[src/htg_pkg.sv]
// ----------------------------------------------------------------------------
// htg_pkg: shared types and constants for host_counter_to_guest_ticks
// Config record, controller command bundle, register indexes, op codes.
// ----------------------------------------------------------------------------
`default_nettype none

package htg_pkg;

   localparam int COUNTER_W  = 64;
   localparam int FREQ_W     = 40;
   localparam int CLOCK_W    = 32;
   localparam int SHIFT_W    = 3;
   localparam int TICKS_W    = 64;
   localparam int CSR_IDX_W  = 2;
   localparam int CSR_DATA_W = FREQ_W;

   // delta < 2^63, clock < 2^32, remainder < 2^40: dividend fits in 96 bits
   localparam int DIVIDEND_W = 96;
   localparam int DIV_STEPS  = DIVIDEND_W;
   localparam int DIV_CNT_W  = $clog2(DIV_STEPS);

   localparam logic [FREQ_W-1:0]  FREQ_RESET  = 40'd19200000;
   localparam logic [CLOCK_W-1:0] CLOCK_RESET = 32'd248625000;
   localparam logic [SHIFT_W-1:0] SHIFT_RESET = 3'd3;

   localparam logic OP_SAMPLE  = 1'b0;
   localparam logic OP_RESTART = 1'b1;

   typedef enum logic [CSR_IDX_W-1:0] {
      CSR_COUNTER_FREQUENCY = 2'd0,
      CSR_GUEST_CLOCK       = 2'd1,
      CSR_SHIFT_FACTOR      = 2'd2
   } htg_csr_type;

   typedef struct packed {
      logic [FREQ_W-1:0]  counter_frequency;
      logic [CLOCK_W-1:0] guest_clock;
      logic [SHIFT_W-1:0] shift_factor;
   } htg_cfg_type;

   typedef struct packed {
      logic load;      // capture request beat, update last counter
      logic mul_lo;    // add delta[31:0] * clock into dividend
      logic mul_hi;    // add delta[63:32] * clock << 32 into dividend
      logic div_step;  // one restoring division step
      logic finish;    // scale and accumulate on a sample, load output register
   } htg_cmd_type;

endpackage

`default_nettype wire

[src/htg_ctrl.sv]
// ----------------------------------------------------------------------------
// htg_ctrl: sequencing state machine
// Steps the datapath through load, two multiply passes, the division and
// the final accumulate (a restart skips to finish); owns both handshakes.
// ----------------------------------------------------------------------------
`default_nettype none

module htg_ctrl (
   input  wire logic                 clock,
   input  wire logic                 reset,
   input  wire logic                 req_valid,
   input  wire logic                 req_operation,
   output logic                      req_ready,
   output logic                      rsp_valid,
   input  wire logic                 rsp_ready,
   output htg_pkg::htg_cmd_type      cmd
);
   import htg_pkg::*;

   typedef enum logic [4:0] {
      ST_IDLE   = 5'b00001,
      ST_MUL_LO = 5'b00010,
      ST_MUL_HI = 5'b00100,
      ST_DIVIDE = 5'b01000,
      ST_FINISH = 5'b10000
   } state_type;

   localparam logic [DIV_CNT_W-1:0] LAST_STEP = DIV_CNT_W'(DIV_STEPS - 1);

   state_type              state_ff, state_in;
   logic [DIV_CNT_W-1:0]   count_ff, count_in;
   logic                   rsp_valid_ff, rsp_valid_in;
   logic                   slot_free;

   assign req_ready = (state_ff == ST_IDLE);
   assign rsp_valid = rsp_valid_ff;
   assign slot_free = !rsp_valid_ff || rsp_ready;

   always_comb begin
      cmd      = '0;
      state_in = state_ff;
      count_in = count_ff;
      case (state_ff)
         ST_IDLE: begin
            if (req_valid) begin
               cmd.load = 1'b1;
               state_in = (req_operation == OP_RESTART) ? ST_FINISH : ST_MUL_LO;
            end
         end
         ST_MUL_LO: begin
            cmd.mul_lo = 1'b1;
            state_in   = ST_MUL_HI;
         end
         ST_MUL_HI: begin
            cmd.mul_hi = 1'b1;
            count_in   = '0;
            state_in   = ST_DIVIDE;
         end
         ST_DIVIDE: begin
            cmd.div_step = 1'b1;
            count_in     = count_ff + 1'b1;
            if (count_ff == LAST_STEP) begin
               state_in = ST_FINISH;
            end
         end
         ST_FINISH: begin
            // hold until the output register is free or draining
            if (slot_free) begin
               cmd.finish = 1'b1;
               state_in   = ST_IDLE;
            end
         end
         default: begin
            state_in = ST_IDLE;
         end
      endcase
   end

   always_comb begin
      if (cmd.finish) begin
         rsp_valid_in = 1'b1;
      end else if (rsp_ready) begin
         rsp_valid_in = 1'b0;
      end else begin
         rsp_valid_in = rsp_valid_ff;
      end
   end

   always_ff @(posedge clock) begin
      if (reset) begin
         state_ff     <= ST_IDLE;
         count_ff     <= '0;
         rsp_valid_ff <= 1'b0;
      end else begin
         state_ff     <= state_in;
         count_ff     <= count_in;
         rsp_valid_ff <= rsp_valid_in;
      end
   end

   a_restart_skips: assert property (@(posedge clock) disable iff (reset)
      req_valid && req_ready && (req_operation == OP_RESTART) |=> state_ff == ST_FINISH)
      else $error("restart beat did not go straight to finish");

   a_div_length: assert property (@(posedge clock) disable iff (reset)
      (state_ff == ST_DIVIDE) && (count_ff == LAST_STEP) |=> state_ff == ST_FINISH)
      else $error("division did not end after the last step");

   a_rsp_from_finish: assert property (@(posedge clock) disable iff (reset)
      $rose(rsp_valid_ff) |-> $past(state_ff == ST_FINISH))
      else $error("response raised outside finish");

endmodule

`default_nettype wire

[src/htg_datapath.sv]
// ----------------------------------------------------------------------------
// htg_datapath: delta, multiply, restoring divide, scale and accumulate
// Holds last counter, carried remainder and tick total plus output beat.
// ----------------------------------------------------------------------------
`default_nettype none

module htg_datapath (
   input  wire logic                             clock,
   input  wire logic                             reset,
   input  wire htg_pkg::htg_cmd_type             cmd,
   input  wire htg_pkg::htg_cfg_type             cfg,
   input  wire logic                             req_operation,
   input  wire logic [htg_pkg::COUNTER_W-1:0]    req_counter_now,
   output logic [htg_pkg::TICKS_W-1:0]           rsp_guest_ticks,
   output logic [htg_pkg::TICKS_W-1:0]           rsp_elapsed_ticks
);
   import htg_pkg::*;

   logic                    op_ff, op_in;
   logic [COUNTER_W-1:0]    delta_ff, delta_in;
   logic [COUNTER_W-1:0]    last_ff, last_in;
   logic [FREQ_W-1:0]       carry_ff, carry_in;      // remainder, also division work reg
   logic [TICKS_W-1:0]      total_ff, total_in;
   logic [DIVIDEND_W-1:0]   div_ff, div_in;          // dividend, shifts into quotient
   logic [TICKS_W-1:0]      guest_ff, guest_in;
   logic [TICKS_W-1:0]      elapsed_ff, elapsed_in;

   logic [COUNTER_W-1:0]    delta_raw;
   logic [CLOCK_W-1:0]      mul_a;
   logic [2*CLOCK_W-1:0]    product;
   logic [DIVIDEND_W-1:0]   addend;
   logic [FREQ_W:0]         trial, diff;
   logic                    ge;
   logic [TICKS_W-1:0]      quotient, scaled, sum;

   assign delta_raw = req_counter_now - last_ff;

   // one 32x32 multiplier shared by both passes
   assign mul_a   = cmd.mul_hi ? delta_ff[2*CLOCK_W-1:CLOCK_W] : delta_ff[CLOCK_W-1:0];
   assign product = mul_a * cfg.guest_clock;
   assign addend  = cmd.mul_hi ? {product, {CLOCK_W{1'b0}}}
                               : {{(DIVIDEND_W-2*CLOCK_W){1'b0}}, product};

   assign trial = {carry_ff, div_ff[DIVIDEND_W-1]};
   assign ge    = trial >= {1'b0, cfg.counter_frequency};
   assign diff  = trial - {1'b0, cfg.counter_frequency};

   // saturate quotient, drop bits lost by the x8, then shift down
   assign quotient = (|div_ff[DIVIDEND_W-1:TICKS_W]) ? '1 : div_ff[TICKS_W-1:0];
   assign scaled   = {quotient[TICKS_W-4:0], 3'b000} >> cfg.shift_factor;
   assign sum      = total_ff + scaled;

   always_comb begin
      op_in      = op_ff;
      delta_in   = delta_ff;
      last_in    = last_ff;
      carry_in   = carry_ff;
      total_in   = total_ff;
      div_in     = div_ff;
      guest_in   = guest_ff;
      elapsed_in = elapsed_ff;

      if (cmd.load) begin
         op_in = req_operation;
         if (req_operation == OP_RESTART) begin
            last_in  = req_counter_now;
            total_in = '0;
         end else begin
            delta_in = delta_raw[COUNTER_W-1] ? '0 : delta_raw;
            if (req_counter_now > last_ff) begin
               last_in = req_counter_now;
            end
            div_in   = {{(DIVIDEND_W-FREQ_W){1'b0}}, carry_ff};
            carry_in = '0;
         end
      end

      if (cmd.mul_lo || cmd.mul_hi) begin
         div_in = div_ff + addend;
      end

      if (cmd.div_step) begin
         carry_in = ge ? diff[FREQ_W-1:0] : trial[FREQ_W-1:0];
         div_in   = {div_ff[DIVIDEND_W-2:0], ge};
      end

      if (cmd.finish) begin
         if (op_ff == OP_RESTART) begin
            guest_in   = total_ff;
            elapsed_in = '0;
         end else begin
            total_in   = sum;
            guest_in   = sum;
            elapsed_in = scaled;
            if (cfg.counter_frequency == '0) begin
               carry_in = '0;
            end
         end
      end
   end

   always_ff @(posedge clock) begin
      if (reset) begin
         last_ff  <= '0;
         carry_ff <= '0;
         total_ff <= '0;
      end else begin
         last_ff  <= last_in;
         carry_ff <= carry_in;
         total_ff <= total_in;
      end
   end

   always_ff @(posedge clock) begin
      op_ff      <= op_in;
      delta_ff   <= delta_in;
      div_ff     <= div_in;
      guest_ff   <= guest_in;
      elapsed_ff <= elapsed_in;
   end

   assign rsp_guest_ticks   = guest_ff;
   assign rsp_elapsed_ticks = elapsed_ff;

   a_rem_seeded: assert property (@(posedge clock) disable iff (reset)
      cmd.load && (req_operation == OP_SAMPLE) |=> carry_ff == '0)
      else $error("work remainder not cleared after seeding dividend");

   a_restart_zero: assert property (@(posedge clock) disable iff (reset)
      cmd.finish && (op_ff == OP_RESTART) |=> (elapsed_ff == '0) && (guest_ff == '0))
      else $error("restart beat reported nonzero ticks");

   a_zero_freq: assert property (@(posedge clock) disable iff (reset)
      cmd.finish && (op_ff == OP_SAMPLE) && (cfg.counter_frequency == '0)
      |=> carry_ff == '0)
      else $error("remainder kept with zero frequency");

endmodule

`default_nettype wire

[src/host_counter_to_guest_ticks.sv]
// ----------------------------------------------------------------------------
// host_counter_to_guest_ticks: drift-free host counter to guest tick converter
// Keeps last counter, carried remainder and a running 64-bit tick total.
// ----------------------------------------------------------------------------
// Usage:
//   req_* beat: operation 0 samples counter_now and adds the scaled guest
//   ticks since the last sample; operation 1 restarts the total at
//   counter_now. Each request beat produces exactly one rsp_* beat.
//   csr_* beat: writes counter_frequency (0), guest_clock (1) or
//   shift_factor (2); csr_ready is always high. Write only when idle.
// Sequence:
//   A sample beat runs load, two 32x32 multiply passes and a 96-step
//   restoring division (one quotient bit per cycle), then the finish state,
//   which waits while an older response is still held: rsp_valid rises as
//   finish ends, and req_ready returns in the same cycle. Restart beats go
//   from load straight to finish. A new request is taken only when idle.
// Reset: synchronous; last counter, remainder and total clear to zero,
//   registers take their default values, no beat is pending.
// Stall: the result sits in the output register while the next request
//   is accepted and processed; a newer result waits in the finish state
//   until the older one is taken.
// ----------------------------------------------------------------------------
`default_nettype none

module host_counter_to_guest_ticks (
   input  wire logic                              clock,
   input  wire logic                              reset,
   // request channel
   input  wire logic                              req_valid,
   output logic                                   req_ready,
   input  wire logic                              req_operation,
   input  wire logic [htg_pkg::COUNTER_W-1:0]     req_counter_now,
   // response channel
   output logic                                   rsp_valid,
   input  wire logic                              rsp_ready,
   output logic [htg_pkg::TICKS_W-1:0]            rsp_guest_ticks,
   output logic [htg_pkg::TICKS_W-1:0]            rsp_elapsed_ticks,
   // register write channel
   input  wire logic                              csr_valid,
   output logic                                   csr_ready,
   input  wire logic [htg_pkg::CSR_IDX_W-1:0]     csr_index,
   input  wire logic [htg_pkg::CSR_DATA_W-1:0]    csr_wdata
);
   import htg_pkg::*;

   htg_cfg_type cfg_ff, cfg_in;
   htg_cmd_type cmd;

   assign csr_ready = 1'b1;

   // register file; an index past the list is dropped
   always_comb begin
      cfg_in = cfg_ff;
      if (csr_valid) begin
         case (csr_index)
            CSR_COUNTER_FREQUENCY: cfg_in.counter_frequency = csr_wdata[FREQ_W-1:0];
            CSR_GUEST_CLOCK:       cfg_in.guest_clock       = csr_wdata[CLOCK_W-1:0];
            CSR_SHIFT_FACTOR:      cfg_in.shift_factor      = csr_wdata[SHIFT_W-1:0];
            default: begin
               cfg_in = cfg_ff;
            end
         endcase
      end
   end

   always_ff @(posedge clock) begin
      if (reset) begin
         cfg_ff.counter_frequency <= FREQ_RESET;
         cfg_ff.guest_clock       <= CLOCK_RESET;
         cfg_ff.shift_factor      <= SHIFT_RESET;
      end else begin
         cfg_ff <= cfg_in;
      end
   end

   htg_ctrl u_ctrl (
      .clock         (clock),
      .reset         (reset),
      .req_valid     (req_valid),
      .req_operation (req_operation),
      .req_ready     (req_ready),
      .rsp_valid     (rsp_valid),
      .rsp_ready     (rsp_ready),
      .cmd           (cmd)
   );

   htg_datapath u_datapath (
      .clock             (clock),
      .reset             (reset),
      .cmd               (cmd),
      .cfg               (cfg_ff),
      .req_operation     (req_operation),
      .req_counter_now   (req_counter_now),
      .rsp_guest_ticks   (rsp_guest_ticks),
      .rsp_elapsed_ticks (rsp_elapsed_ticks)
   );

endmodule

`default_nettype wire
[config.mk]
export PLATFORM = sky130hd
export DESIGN_NAME = host_counter_to_guest_ticks
export DESIGN_NICKNAME = d
export VERILOG_FILES = /design/src/htg_pkg.sv /design/src/htg_ctrl.sv /design/src/htg_datapath.sv /design/src/host_counter_to_guest_ticks.sv
export SDC_FILE = /design/constraint.sdc
export NUM_CORES = 2
export LEC_CHECK = 0
export BUFFER_PORTS_ARGS = -buffer_cell sky130_fd_sc_hd__buf_2
export CORE_UTILIZATION = 40
export CTS_BUF_LIST = sky130_fd_sc_hd__clkbuf_4 sky130_fd_sc_hd__clkbuf_8
export DETAILED_ROUTE_END_ITERATION = 8
export SYNTH_ARGS = -nofsm -noshare
export SYNTH_HDL_FRONTEND = slang
export SYNTH_SLANG_ARGS = --single-unit
export TNS_END_PERCENT = 50
[constraint.sdc]
create_clock -name clock -period 20.9 [get_ports clock]
set_clock_uncertainty 0.15 [all_clocks]
set_input_delay 1.045 -clock clock [delete_from_list [all_inputs] [get_ports clock]]
set_output_delay 1.045 -clock clock [all_outputs]
set_load 0.01 [all_outputs]
==> results.toml <==
[timing]
slew_violations = 0
hold_viol_final = 0
worstMarginPinSlew_ns = 1.20
min_period_ns = 14.13
setup-violations-final = 0
fin_crit_sh = 0.676
rsz0062_at_grt = "no"
slew_headroom = 0.196
fmax_mhz = 70.8
setup_tns_ns = 0

[synthesis]
synth-adder-area-share = 0.341
synth_mux_area_frac = 0.0276
yosysWarnings = 0
ys_ff_latch = 544
synth-simple-area-share = 0.187
synthFlopType = "edfxtp_1"
ys_top_cells_by_count = "1124 x nand2_1, 1045 x inv_1, 900 x fa_1"
synth_nets = 9964
synth_xor_area_frac = 0.0370
ys_async_sr_fraction = 0
synth_compound_area_frac = 0.137
synth.avg_cell_area_sq_um = 8.60
synth_top_family_by_area = "adder cells"
synth.distinct_cells = 87
synth_edf_count = 288
yosysSeqAreaShare = 0.190
synth_most_common_cell = "nand2_1"
synth_area_sq_mm = 0.0724
syn_inst = 8419
yosysTopAreaCell = "fa_1"
ys_top_cells_by_area = "fa_1 25%, edfxtp_1 12%, ha_1 9.2%"
netlist.area_leader.share = 0.249

[grt]
grt_start_max_net_pins = 100
grt_pass1_wl_um = 362000
grt_pass1_vias = 60000
grt_overflow = 0
antenna_found_initial = 18
grt_use_total = 0.257

[drt]
via_per_inst = 5.51
ant_nets = 0
drtIter0Drc = 4410
drt-total-wl_um = 235000
drcViolationCount = 0
drt-pass1-iter-count = 6
post_drt_wl_per_cell_um = 21.8
vias = 59600

[critical_path]
worstSetupPathType = "reg2reg"
crit_path_end_kind = "flip-flop"
slowest_delay_ns = 0.77
cp-start-kind = "flip-flop"
cp_slowest_cell = "nor4_1"
cp_max_fo = 86
worstPathArrival_ns = 14.53
crit_path_frequent_cell = "fa_1"
path_buf_inv = 4
cp.required_ns = 21.30
critPathTopFamily = "adder cells"

[die]
dieArea_sq_mm = 0.183
die_width_um = 427
core_sq_mm = 0.179
start_util = 0.404
die_height_um = 427
io-pin-count = 243
rows = 155

[clock_tree]
cts_setup_buffers = 0
ctsResizeCount = 0
htreeDepth = 3
clk_pin_slew_worst_paths_ns = 0.06
worstSkewPairLatency_ns = 0.88
ctsHoldBuffers = 0
clockBufferDepth = 3
ctsRootBufferMaster = "clkbuf_8"
cts_tree = "yes"
clock_sinks = 544
cts-buffers-inserted = 99

[finish]
drive_gt1_frac = 0.0773
final_nets = 9900
area_growth_pct = 7.15
instances_no_fill = 10800

[placement]
numPlacedInstances = 10600
numPortBuffers = 241
gp_congestion = 0.966
hpwlAfterDp_um = 183000

[min_path]
min_path_type = "in2reg"

[outcome]
status = "completed"

[run]
max_cap_viol_count = 0
-- layer usage --
layer  track usage  wire length [um]  vias to the layer above
li1              -                 -                    27500
met1         0.348            102000                    29500
met2         0.411            108000                     2025
met3        0.0392             14400                      455
met4         0.103             10500                       14
met5             0                96                        -
-- sequential cells by signal, summed over array words and instances, names as in the netlist --
signal                        count
u_ctrl.count_ff                   7
u_datapath.carry_ff              40
u_datapath.rsp_guest_ticks       64
u_datapath.op_ff                  1
u_datapath.total_ff              64
u_datapath.last_ff               64
u_ctrl.state_ff                   5
u_datapath.delta_ff              63
u_datapath.div_ff                96
u_ctrl.rsp_valid                  1
u_datapath.rsp_elapsed_ticks     64
cfg_ff                           75
-- per-stage QoR --
step | utilization | setup slack (ns) | hold WS [ns] | cell area (sq um)
floorplan | - | 9.60 | 0.297 | 72400
global placement | 0.421 | 7.03 | 0.293 | 75400
detailed placement | 0.421 | 6.75 | 0.297 | 75400
CTS | 0.433 | 6.77 | 0.174 | 77500
global route | 0.433 | 5.94 | 0.218 | 77600
finish | 0.433 | 6.77 | 0.260 | 77600
-- path summary, 6_finish.rpt --
kind | from | end | slack [ns] | cells past startpoint
setup / recovery | u_ctrl.state_ff[4] | u_datapath.div_ff[79] | 6.77 | 40
hold / removal | csr_wdata[14] | cfg_ff[49] | 0.26 | 2
setup reg to reg | u_ctrl.state_ff[4] | u_datapath.div_ff[79] | 6.77 | 40
hold reg to reg | cfg_ff[4] | cfg_ff[4] | 0.31 | 2
-- kinds of logic after synthesis --
family                   Yosys count
other                              1
AND/OR/NAND/NOR                 2812
buffers and inverters           1534
multiplexers                     188
XOR/XNOR                         304
flip-flops                       544
adder cells (fa/ha/maj)         1433
AO/OA/AOI/OAI                   1603
-- layout by cell type, fill, tap and decap left out, types with 137 or more instances in the layout --
master	count
nand2_1	1114
nor2_1	467
o21ai_0	424
xnor2_1	166
xor2_1	137
and2_1	621
buf_2	240
a21o_1	160
ha_1	533
a21oi_1	495
edfxtp_1	288
inv_1	1043
dfxtp_1	238
fa_1	900
-- final cells by class --
class,instances,area (sq um)
Fill cell,17900,102000
Multi-Input combinational cell,6341,52900
Sequential cell,544,13800
Inverter,1046,3930
Tap cell,2355,2950
Timing Repair Buffer,323,1830
Clock buffer,137,1680
Clock inverter,48,483
Antenna cell,12,30.0
Power is not shown: default switching activity piles up to over one toggle a cycle in this logic, so the estimate is an artifact.
